[src/rtl/core/kdpc_pkg.sv]
package kdpc_pkg;

    // Key bank and event queue geometry
    localparam int KEYS        = 4;
    localparam int QUEUE_SLOTS = 4;
    localparam int PTR_W       = $clog2(QUEUE_SLOTS);
    // Wide enough for a queue count plus one release per key
    localparam int CNT_W       = $clog2(QUEUE_SLOTS + KEYS + 1);

    // Field widths
    localparam int TIME_W   = 32;
    localparam int CFG_W    = 16;
    localparam int KEY_W    = 2;
    localparam int COUNT_W  = 2;
    localparam int IN_DATA_W  = 40;
    localparam int OUT_DATA_W = 8;
    localparam int CFG_IDX_W  = 2;

    // Register reset values
    localparam logic [CFG_W-1:0] DEBOUNCE_RST = 16'd20;
    localparam logic [CFG_W-1:0] LONG_RST     = 16'd800;
    localparam logic [KEYS-1:0]  POLARITY_RST = 4'd1;

    // Request kinds carried in tuser
    localparam logic REQ_SCAN = 1'b0;
    localparam logic REQ_POP  = 1'b1;

    // Register indexes on the configuration channel
    typedef enum logic [CFG_IDX_W-1:0] {
        REG_DEBOUNCE = 2'd0,
        REG_LONG     = 2'd1,
        REG_POLARITY = 2'd2
    } t_reg_idx;

    // What one key lane reports for the current scan
    typedef struct packed {
        logic release_evt;
        logic is_long;
    } t_lane_evt;

    // One result item
    typedef struct packed {
        logic               event_valid;
        logic [KEY_W-1:0]   event_key;
        logic               event_long;
        logic [COUNT_W-1:0] queue_count;
    } t_result;

endpackage

[src/rtl/core/kdpc_lane.sv]
module kdpc_lane (
    input  logic                          i_clk,
    input  logic                          i_rst_n,
    input  logic                          i_scan,
    input  logic [kdpc_pkg::TIME_W-1:0]   i_now_ms,
    input  logic                          i_level,
    input  logic                          i_high_active,
    input  logic [kdpc_pkg::CFG_W-1:0]    i_settle_ms,
    input  logic [kdpc_pkg::CFG_W-1:0]    i_long_press_ms,
    output kdpc_pkg::t_lane_evt           o_evt
);
    import kdpc_pkg::*;

    logic              r_down;
    logic [TIME_W-1:0] r_press_time;
    logic [TIME_W-1:0] r_last_edge;

    logic              w_pressed;
    logic [TIME_W-1:0] w_since_edge;
    logic [TIME_W-1:0] w_held;
    logic              w_take;

    assign w_pressed    = i_high_active ? i_level : ~i_level;
    // Modulo 2^32 differences
    assign w_since_edge = i_now_ms - r_last_edge;
    assign w_held       = i_now_ms - r_press_time;
    assign w_take       = i_scan && (w_pressed != r_down)
                       && (w_since_edge >= {{(TIME_W-CFG_W){1'b0}}, i_settle_ms});

    assign o_evt.release_evt = w_take && !w_pressed;
    assign o_evt.is_long     = (w_held >= {{(TIME_W-CFG_W){1'b0}}, i_long_press_ms});

    always_ff @(posedge i_clk) begin
        if (!i_rst_n) begin
            r_down       <= 1'b0;
            r_press_time <= '0;
            r_last_edge  <= '0;
        end else if (w_take) begin
            r_down      <= w_pressed;
            r_last_edge <= i_now_ms;
            if (w_pressed) begin
                r_press_time <= i_now_ms;
            end
        end
    end

endmodule

[src/rtl/core/kdpc_merge.sv]
module kdpc_merge (
    input  logic                  i_clk,
    input  logic                  i_rst_n,
    input  logic                  i_scan,
    input  logic                  i_pop,
    input  kdpc_pkg::t_lane_evt   i_evt [kdpc_pkg::KEYS],
    output kdpc_pkg::t_result     o_res
);
    import kdpc_pkg::*;

    localparam logic [CNT_W-1:0] SLOTS = CNT_W'(QUEUE_SLOTS);

    logic [KEY_W:0]       r_ring [QUEUE_SLOTS];
    logic [PTR_W-1:0]     r_head;
    logic [PTR_W-1:0]     r_tail;

    logic [CNT_W-1:0]     w_count;
    logic [CNT_W-1:0]     w_free;
    logic [CNT_W-1:0]     w_pushed;
    logic                 w_we    [KEYS];
    logic [PTR_W-1:0]     w_waddr [KEYS];
    logic [PTR_W-1:0]     w_head_next;
    logic [PTR_W-1:0]     w_tail_next;
    logic                 w_pop_take;
    logic [KEY_W:0]       w_entry;

    always_comb begin
        if (r_head >= r_tail) begin
            w_count = CNT_W'(r_head) - CNT_W'(r_tail);
        end else begin
            w_count = CNT_W'(r_head) + SLOTS - CNT_W'(r_tail);
        end
        w_free = SLOTS - CNT_W'(1) - w_count;
    end

    // Rank releases in key order; drop those beyond the free slots
    always_comb begin
        logic [CNT_W-1:0] acc;
        logic [CNT_W-1:0] sum;
        acc = '0;
        for (int k = 0; k < KEYS; k++) begin
            w_we[k] = i_scan && i_evt[k].release_evt && (acc < w_free);
            sum = CNT_W'(r_head) + acc;
            if (sum >= SLOTS) begin
                sum = sum - SLOTS;
            end
            w_waddr[k] = sum[PTR_W-1:0];
            if (w_we[k]) begin
                acc = acc + CNT_W'(1);
            end
        end
        w_pushed = acc;
        sum = CNT_W'(r_head) + acc;
        if (sum >= SLOTS) begin
            sum = sum - SLOTS;
        end
        w_head_next = sum[PTR_W-1:0];
    end

    assign w_pop_take  = i_pop && (r_head != r_tail);
    assign w_tail_next = (r_tail == PTR_W'(QUEUE_SLOTS - 1)) ? '0 : r_tail + PTR_W'(1);
    assign w_entry     = r_ring[r_tail];

    always_comb begin
        o_res.event_valid = w_pop_take;
        o_res.event_key   = w_pop_take ? w_entry[KEY_W:1] : '0;
        o_res.event_long  = w_pop_take && w_entry[0];
        if (i_scan) begin
            o_res.queue_count = COUNT_W'(w_count + w_pushed);
        end else begin
            o_res.queue_count = COUNT_W'(w_count - CNT_W'(w_pop_take));
        end
    end

    always_ff @(posedge i_clk) begin
        for (int k = 0; k < KEYS; k++) begin
            if (w_we[k]) begin
                r_ring[w_waddr[k]] <= {KEY_W'(k), i_evt[k].is_long};
            end
        end
    end

    always_ff @(posedge i_clk) begin
        if (!i_rst_n) begin
            r_head <= '0;
            r_tail <= '0;
        end else begin
            if (i_scan) begin
                r_head <= w_head_next;
            end
            if (w_pop_take) begin
                r_tail <= w_tail_next;
            end
        end
    end

endmodule

[src/rtl/core/key_debounce_press_classifier.sv]
// Debounce and short/long press classifier for a bank of four push keys.
//
// Request channel (i_s_*): tuser selects scan or pop. A scan carries the
// millisecond tick and raw pin levels; each key lane applies its polarity
// bit, accepts a level change only once the debounce time has passed since
// its last accepted edge (modulo 2^32), and on release classifies the press.
// Releases enter a four-slot event ring in key order; at most three events
// wait, later ones are dropped. A pop returns the oldest event.
// Result channel (o_m_*): exactly one result per request, in order.
// Configuration channel (i_cfg_*): always ready, written while idle.
//
// Results are registered (output register, or skid entry on a stall).
// Throughput: one request per cycle while o_s_tready is high; all lanes and the
// ring update finish in that cycle. An output register plus one skid entry let
// a request be taken while a result waits; with both full, o_s_tready drops
// until the receiver takes a result. Reset (synchronous, active low) releases
// all keys, clears timestamps and the ring pointers, and loads the default
// debounce (20 ms), long press (800 ms) and polarity (key 0 active high).
module key_debounce_press_classifier (
    input  logic                                i_clk,
    input  logic                                i_rst_n,
    // Requests
    input  logic                                i_s_tvalid,
    output logic                                o_s_tready,
    input  logic [kdpc_pkg::IN_DATA_W-1:0]      i_s_tdata,  // now_ms[31:0], key_levels[35:32]
    input  logic                                i_s_tuser,  // req_type
    // Results
    output logic                                o_m_tvalid,
    input  logic                                i_m_tready,
    output logic [kdpc_pkg::OUT_DATA_W-1:0]     o_m_tdata,  // event_key[1:0], event_long[2],
                                                            // queue_count[4:3]
    output logic                                o_m_tuser,  // event_valid
    // Configuration writes
    input  logic                                i_cfg_valid,
    output logic                                o_cfg_ready,
    input  logic [kdpc_pkg::CFG_IDX_W-1:0]      i_cfg_index,
    input  logic [kdpc_pkg::CFG_W-1:0]          i_cfg_data
);
    import kdpc_pkg::*;

    // Configuration registers
    logic [CFG_W-1:0]  r_settle_ms;
    logic [CFG_W-1:0]  r_long_press_ms;
    logic [KEYS-1:0]   r_polarity;

    // Output register and skid entry
    logic              r_out_valid;
    t_result           r_out;
    logic              r_skid_valid;
    t_result           r_skid;

    logic              w_in_fire;
    logic              w_out_fire;
    logic              w_scan;
    logic              w_pop;
    logic [TIME_W-1:0] w_now_ms;
    logic [KEYS-1:0]   w_levels;
    t_lane_evt         w_evt [KEYS];
    t_result           w_res;

    assign o_cfg_ready = 1'b1;
    assign o_s_tready  = !r_skid_valid;
    assign w_in_fire   = i_s_tvalid && o_s_tready;
    assign w_out_fire  = r_out_valid && i_m_tready;
    assign w_scan      = w_in_fire && (i_s_tuser == REQ_SCAN);
    assign w_pop       = w_in_fire && (i_s_tuser == REQ_POP);
    assign w_now_ms    = i_s_tdata[TIME_W-1:0];
    assign w_levels    = i_s_tdata[TIME_W +: KEYS];

    always_ff @(posedge i_clk) begin
        if (!i_rst_n) begin
            r_settle_ms     <= DEBOUNCE_RST;
            r_long_press_ms <= LONG_RST;
            r_polarity      <= POLARITY_RST;
        end else if (i_cfg_valid && o_cfg_ready) begin
            unique case (i_cfg_index)
                REG_DEBOUNCE: r_settle_ms     <= i_cfg_data;
                REG_LONG:     r_long_press_ms <= i_cfg_data;
                REG_POLARITY: r_polarity      <= i_cfg_data[KEYS-1:0];
                default:      ;  // drop writes beyond the register list
            endcase
        end
    end

    // One lane per key, all qualified in the same cycle
    for (genvar k = 0; k < KEYS; k++) begin : g_lane
        kdpc_lane u_lane (
            .i_clk           (i_clk),
            .i_rst_n         (i_rst_n),
            .i_scan          (w_scan),
            .i_now_ms        (w_now_ms),
            .i_level         (w_levels[k]),
            .i_high_active   (r_polarity[k]),
            .i_settle_ms     (r_settle_ms),
            .i_long_press_ms (r_long_press_ms),
            .o_evt           (w_evt[k])
        );
    end

    // Merge lane releases into the event ring and serve pops
    kdpc_merge u_merge (
        .i_clk   (i_clk),
        .i_rst_n (i_rst_n),
        .i_scan  (w_scan),
        .i_pop   (w_pop),
        .i_evt   (w_evt),
        .o_res   (w_res)
    );

    // Output register with skid entry: refill from skid first, else from
    // the new request; hold the new result in skid while the output stalls.
    always_ff @(posedge i_clk) begin
        if (!i_rst_n) begin
            r_out_valid  <= 1'b0;
            r_skid_valid <= 1'b0;
        end else if (w_out_fire || !r_out_valid) begin
            if (r_skid_valid) begin
                r_out_valid  <= 1'b1;
                r_skid_valid <= 1'b0;
            end else begin
                r_out_valid <= w_in_fire;
            end
        end else if (w_in_fire) begin
            r_skid_valid <= 1'b1;
        end
    end

    always_ff @(posedge i_clk) begin
        if (w_out_fire || !r_out_valid) begin
            if (r_skid_valid) begin
                r_out <= r_skid;
            end else if (w_in_fire) begin
                r_out <= w_res;
            end
        end else if (w_in_fire) begin
            r_skid <= w_res;
        end
    end

    assign o_m_tvalid = r_out_valid;
    assign o_m_tuser  = r_out.event_valid;
    assign o_m_tdata  = {{(OUT_DATA_W-KEY_W-1-COUNT_W){1'b0}},
                         r_out.queue_count, r_out.event_long, r_out.event_key};

    // A skid entry only exists behind a waiting output
    a_skid_behind_out: assert property (@(posedge i_clk) disable iff (!i_rst_n)
        r_skid_valid |-> r_out_valid)
        else $error("skid entry held without an output result");

    // A scan never returns an event
    a_scan_no_event: assert property (@(posedge i_clk) disable iff (!i_rst_n)
        w_scan |-> !w_res.event_valid)
        else $error("scan request produced an event");

    // A pop that finds nothing reports an empty queue
    a_empty_pop: assert property (@(posedge i_clk) disable iff (!i_rst_n)
        (w_pop && !w_res.event_valid) |-> (w_res.queue_count == '0))
        else $error("empty pop reported a nonzero count");

    // A result taken with the skid full moves the skid entry into the output
    a_skid_drain: assert property (@(posedge i_clk) disable iff (!i_rst_n)
        (r_skid_valid && i_m_tready) |=> (r_out_valid && !r_skid_valid))
        else $error("skid entry not drained after output was taken");

endmodule
[config.mk]
export PLATFORM = sky130hd
export DESIGN_NAME = key_debounce_press_classifier
export DESIGN_NICKNAME = d
export VERILOG_FILES = /design/src/rtl/core/kdpc_pkg.sv /design/src/rtl/core/kdpc_lane.sv /design/src/rtl/core/kdpc_merge.sv /design/src/rtl/core/key_debounce_press_classifier.sv
export SDC_FILE = /design/constraint.sdc
export NUM_CORES = 1
export LEC_CHECK = 0
export BUFFER_PORTS_ARGS = -buffer_cell sky130_fd_sc_hd__clkbuf_2
export CORE_MARGIN = 8
export CORE_UTILIZATION = 65
export DETAILED_ROUTE_END_ITERATION = 7
export PLACE_DENSITY_LB_ADDON = 0.15
export SLEW_MARGIN = 20
export SYNTH_ARGS = -nofsm -noshare
export SYNTH_HDL_FRONTEND = slang
export SYNTH_SLANG_ARGS = --single-unit
[constraint.sdc]
create_clock -name i_clk -period 12.3 [get_ports i_clk]
set_clock_uncertainty 0.05 [all_clocks]
set_input_delay 2.46 -clock i_clk [delete_from_list [all_inputs] [get_ports i_clk]]
set_output_delay 2.46 -clock i_clk [all_outputs]
set_load 0.01 [all_outputs]
# Yosys cells after proc, flatten, opt, wreduce, memory -nomap -nowiden
# Memories as Yosys holds them, arrays and structs flattened. A register that Yosys moved wholly into a read port is not among the register bits.
# Cells that the tools add are included.
# totals
reg_bits	314
mem_bits_rw	12
mem_count	1
in_bits	64
out_inout_bits	12
# op_classes
eq_ne	8
muxes	30
n_reduce_logical	45
add_sub_neg	27
n_lt_le_gt_ge	18
bitwise_logic	7
# memory_table
memory	depth	word_bits	rd	rd_ports_with_merged_regs	write_ports	line	source
u_merge.r_ring	4	3	1	1	4	kdpc_merge.sv:13	logic [KEY_W:0] r_ring [QUEUE_SLOTS];
# op_table
operator	n
$ge A32 B16 Y1	8
$sub A32 B32 Y32	8
$logic_and A1 B1 Y1	26
$mux W2	10
$reduce_and A2 Y1	9
$mux W4	4
$mux W1	14
$add A2 B4 Y4	3
$ge A4 B3 Y1 const B	3
$mux W6	2
$sub A2 B1 Y2 const B	5
$add A4 B1 Y4 const B	2
$lt A4 B4 Y1	2
$not A1 Y1	7
$logic_not A1 Y1	6
$add A2 B3 Y4 const B	1
$eq A2 B2 Y1 const B	2
$lt A1 B4 Y1	1
$lt A1 B4 Y1 const A	1
$ne A1 B1 Y1	4
$sub A2 B4 Y4 const A	1
$sub A4 B2 Y4	1
$add A2 B1 Y3	1
$ge A2 B3 Y1 const B	1
other kinds (13)	13

# Logic depth before layout (Yosys ltp)
# logic_depth
word_depth	22
ltp_mapped	44

# Cells and area by module
# From an unflattened synthesis, not the netlist that was laid out.
# unflattened
cells_unflattened	4154
hier_area_um2	32331.0
# modules_own_cells
module	n_inst	cells_each	area_each_um2
kdpc_lane at g_lane[2].u_lane ...	2	949	7200.7
kdpc_lane at g_lane[1].u_lane	1	985	7294.5
kdpc_lane at g_lane[0].u_lane	1	915	6996.7
key_debounce_press_classifier	1	182	2016.9
kdpc_merge	1	174	1621.6

# Least setup slack after synthesis
# No wires, ideal clock.
# synth_path
path_kind	input -> register
start	input i_s_tdata[0] in the netlist's numbering
end	register r_out (netlist bit o_m_tdata[4]), data pin
t_required_ps	12070
cell_stages	42
setup_time_ps	180
t_arrival_ps	10223
path_buffers	1
path_slack_ps	1847
cell_sequence	inv_1 -> ha_1 -> inv_1 -> fa_1 -> a211oi_1 -> nor4_1 -> o21ai_0 -> nand2_1 -> a21o_1 -> a21oi_1 -> o21bai_1 -> a21oi_1 -> xnor2_1 -> ha_1 -> nor2b_1 -> o21ai_0 -> o2111ai_1 -> a211oi_1 -> [... 6 more ...] -> ha_1 -> ha_1 -> a21oi_1 -> o2111a_1 -> and3_1 -> or2_1 -> buf_6 -> inv_1 -> ha_1 -> or4_1 -> a221oi_2 -> nand2_2 -> xnor2_1 -> a21o_1 -> ha_1 -> xor2_1 -> xnor3_1 -> a221oi_1
# synth_via
elab_chain_cells	20
elab_cells_between_ends	38
classes_between	8 x add/sub; 7 x order compare; 7 x mux; 16 x reduce/logical
# synth_rtl
element	line	source
start: declaration	key_debounce_press_classifier.sv:25	input logic [kdpc_pkg::IN_DATA_W-1:0] i_s_tdata,
$sub A32 B32 Y32	kdpc_lane.sv:25	assign w_since_edge = i_now_ms - r_last_edge;
$ge A32 B16 Y1	kdpc_lane.sv:28	&& (w_since_edge >= {{(TIME_W-CFG_W){1'b0}}, i_settle_ms});
$logic_and A1 B1 Y1	kdpc_lane.sv:28	
$logic_and A1 B1 Y1	kdpc_lane.sv:30	assign o_evt.release_evt = w_take && !w_pressed;
$logic_and A1 B1 Y1 (2 in a row)	kdpc_merge.sv:42	w_we[k] = i_scan && i_evt[k].release_evt && (acc < w_free);
$mux W1	kdpc_merge.sv:48	if (w_we[k]) begin
$lt A1 B4 Y1	kdpc_merge.sv:42	
$logic_and A1 B1 Y1	kdpc_merge.sv:42	
[... 3 more ...]	--	
$mux W4	kdpc_merge.sv:48	
$lt A4 B4 Y1	kdpc_merge.sv:42	
$logic_and A1 B1 Y1	kdpc_merge.sv:42	
$mux W4 *	kdpc_merge.sv:48	
$add A2 B2 Y2 *	kdpc_merge.sv:69	o_res.queue_count = COUNT_W'(w_count + w_pushed);
$mux W2 *	kdpc_merge.sv:68	if (i_scan) begin
$mux W6 *	key_debounce_press_classifier.sv:132	end else if (w_in_fire) begin
$mux W6 *	key_debounce_press_classifier.sv:130	if (r_skid_valid) begin
end signal: assignment	key_debounce_press_classifier.sv:131	r_out <= r_skid;
end signal: assignment	key_debounce_press_classifier.sv:133	r_out <= w_res;
end: declaration	key_debounce_press_classifier.sv:48	t_result r_out;
# Every way passes the cells marked *; elsewhere a longest branch is shown, timed or not. The select of a mux whose other input is x is not followed.
# A chain may end at the register's enable or synchronous reset.

# Worst setup path in the final report
# Same ends and word-level chain as after synthesis.

==> out/metrics.csv <==
stage,metric,value,unit
die,die height,234.6,um
routing,WL final,87.47,mm
worst_setup_path,"Req. time, crit path",12.63,ns
worst_setup_path,reg2reg path depth,41,
clock_network,Clock Path Buffers,3,
synth,Syn Inst Count,3882,
clock_network,Post-CTS Resized,0,
synth,Yosys top cell area share,20.11,%
die,I/O pin total,76,
synth,number of synthesized flops with an enable pin,16,
worst_hold_path,worst hold path class,register to register,
power,leakage,13.64,nW
routing,routed vias/inst,6.216,
synth,Yosys top cell by area,dfxtp_1,
worst_setup_path,"Data arrival, critical path",11.75,ns
run,MaxCap Viol Count,0,
timing,Final Hold Fails,0,
worst_setup_path,CP Launch Type,input port,
place,routability-driven placement congestion ratio,0.9875,
synth,Post-synth top flop,dfxtp_1,
worst_setup_path,"most used cell, CP",ha_1,
routing,drt pass-1 iters,6,
synth,synth top area cells,"dfxtp_1, ha_1, mux2i_1",
cells_and_area,Layout Area Growth over Synthesis,7.336,%
routing,vias post-DR,28100,
global_route,initial antenna violation count,0,
timing,final-report max-slew violation count,0,
power,internal power,0.002384,W
worst_setup_path,RR Endpoint,o_m_tdata[4],
die,die width,234.6,um
global_route,pin count of the biggest net entering global routing,119,
cells_and_area,share of layout cells above drive strength 1,6.120,%
worst_setup_path,critical path launch point,i_s_tdata[0],
routing,post-route ant nets,0,
worst_setup_path,Reg-to-Reg Start,g_lane[0].u_lane.r_last_edge[1],
worst_setup_path,"critical path fanouts, max",7,
worst_setup_path,end point of the critical path,o_m_tdata[4],
timing,minimum clock period,11.42,ns
place,# port buffers,67,
cells_and_area,Final Net Count,4336,
synth,Synth Register Bits,328,
global_route,Total GRT Usage,31.16,%
clock_network,Skew-Pair Late Insertion Delay,0.58,ns
clock_network,CTS tree,built,
place,placed cell count,4446,
routing,average wire per standard cell,19.35,um
cells_and_area,fillers,3975,
die,core area,0.04745,mm^2
power,Clk pwr share,37.2,%
synth,Synth Warn #,0,
cells_and_area,Finished Cell Area,0.03334,mm^2
timing,unrepaired setup endpoints after global routing,false,
timing,slew margin rel.,25.93,%
timing,worst-margin pin slew,1.083,ns
clock_network,CTS Buf Count,41,
synth,top-count cell post-synth,ha_1,
timing,# setup viols final,0,
clock_network,clock sink count,328,
die,num rows,80,
power,Tot Pwr,0.003577,W
clock_network,clk slew on worst S/H paths,0.06,ns
timing,setup tns final,0,ns
synth,Mean Syn Cell Area,8.000,um^2
clock_network,htree depth,2,
die,Initial Util,65.46,%
place,placed cell areas,0.03187,mm^2
worst_setup_path,max incr delay on CP,0.53,ns
synth,asr flop ratio synth,0,%
power,Switching Fraction,33.36,%
global_route,vias in the first global route,26490,
worst_setup_path,crit path capture type,register,
worst_hold_path,Worst Hold Launch,r_settle_ms[3],
power,Psw,0.001193,W
cells_and_area,Final Non-Filler Cells,4520,
routing,Residual DRC,0,
cells_and_area,number of antenna diodes,0,
power,Logic pwr share,31.2,%
power,Max rail drop VDD,0.1336,mV
power,Cell Pwr Density,107.3,mW/mm^2
synth,mapped cell area,0.03106,mm^2
global_route,first-pass GRT wire length,137.7,mm
global_route,final global-route overflow total,0,
clock_network,setup bufs post-CTS,0,
die,die area,0.05503,mm^2
synth,"top cells by count, synth","ha_1, inv_1, dfxtp_1",
synth,post-synthesis cell type count,105,
timing,Hold Slack,0.4126,ns
power,Seq pwr share,31.7,%
routing,initial DRC count,1785,
timing,"Period Utilization, post-route",92.87,%
clock_network,Root Buffer,clkbuf_16,
synth,register area share after synthesis,21.66,%
timing,f_max,87.54,MHz
clock_network,CTS Hold Bufs,0,
worst_setup_path,Setup Crit Path Kind,input port to register,
worst_setup_path,Critical-path top delay cell,or4_1,
outcome,status,"finished, final reports clean",
worst_setup_path,Reg2Reg Setup Slack,2.82,ns
place,hpwl dp,66.96,mm
[stage by stage]
step | setup WS, ns | util [%]
CTS | 1.006 | 70.26
finish | 0.8771 | 70.26
global placement | 0.6438 | 67.17
global route | 0.2777 | 70.26
floorplan | 1.847 | -
detailed placement | 0.4691 | 67.17
[state kept, by name, indices dropped and copies added, names as in the netlist, named ones only]
name and cells:
r_polarity 4, u_merge.r_ring 12, o_m_tdata 5, g_lane.u_lane.r_last_edge 128, u_merge.r_tail 2, r_settle_ms 16
u_merge.r_head 2, g_lane.u_lane.r_press_time 128, o_m_tuser 1, o_m_tvalid 1, g_lane.u_lane.r_down 4, r_skid 6
r_skid_valid 1, r_long_press_ms 16
[cells in the final DEF (no fill, tap or decap), drive strengths merged, types with 46 or more instances in the layout]
cell,n
nor3,64
clkbuf,119
xor2,66
buf,48
a21o,106
mux2i,271
nand4,65
nand2,246
nor2b,295
nand2b,46
o21a,52
o21ai,172
ha,389
nor2,195
xnor2,95
a21boi,46
nand3,65
a21oi,272
inv,391
dfxtp,312
[area by class of cell]
cell class | count | area (um^2) | share of cell area (%)
flip-flops and latches | 328 | 6726 | 20.18
clock buffers | 53 | 1164 | 3.491
inverters | 389 | 1460 | 4.380
repair buffers | 114 | 694.4 | 2.083
well taps | 615 | 769.5 | 2.308
multi-input cells | 3000 | 22220 | 66.66
clock inverters | 21 | 301.5 | 0.9046
[worst min-delay path by stage]
stage	end	slack [ns]	cells after the start
after floorplan	u_merge.r_ring[3][2]	0.38	1
after global routing	r_settle_ms[14]	0.43	2
final	r_settle_ms[3]	0.41	2
after detailed placement	r_settle_ms[11]	0.41	2
after CTS	r_settle_ms[11]	0.42	2
after global placement	r_settle_ms[3]	0.40	2
[power by group through the flow]
stage               registers (W)  logic (W)  clock network (W)
CTS                       0.00113    0.00110            0.00134
global route              0.00114    0.00123            0.00138
floorplan                 0.00115   0.000820                  0
finish                    0.00113    0.00112            0.00133
global placement          0.00115    0.00107                  0
detailed placement        0.00116    0.00109                  0
[logic make-up after synthesis]
| group | synth area share, % |
|---|---|
| xor gates and xnor gates | 4.673 |
| adders and majority gates | 16.25 |
| AOI/OAI and AO/OA | 21.40 |
| muxes | 9.169 |
| and+or+nand+nor | 19.85 |
| other | 0.02418 |
| DFF | 21.66 |
| buffers and inverters | 6.970 |
[per-layer routing]
metal	vias up	GRT usage, %	part of all wire, %
met3	236	3.687	5.9
li1	13830	-	-
met2	866	52.59	46
met1	13170	39.14	43
met5	-	0	0
met4	0	15.40	5.1
[worst max-delay path, delay by kind of cell]
family	cells	cell delay, ns
buffers and inverters	6	0.87
AND/OR/NAND/NOR	11	2.26
XOR/XNOR	4	1.07
AO/OA/AOI/OAI	15	3.25
adder cells (fa/ha/maj)	7	1.83
Power figures use the tool's default switching activity.
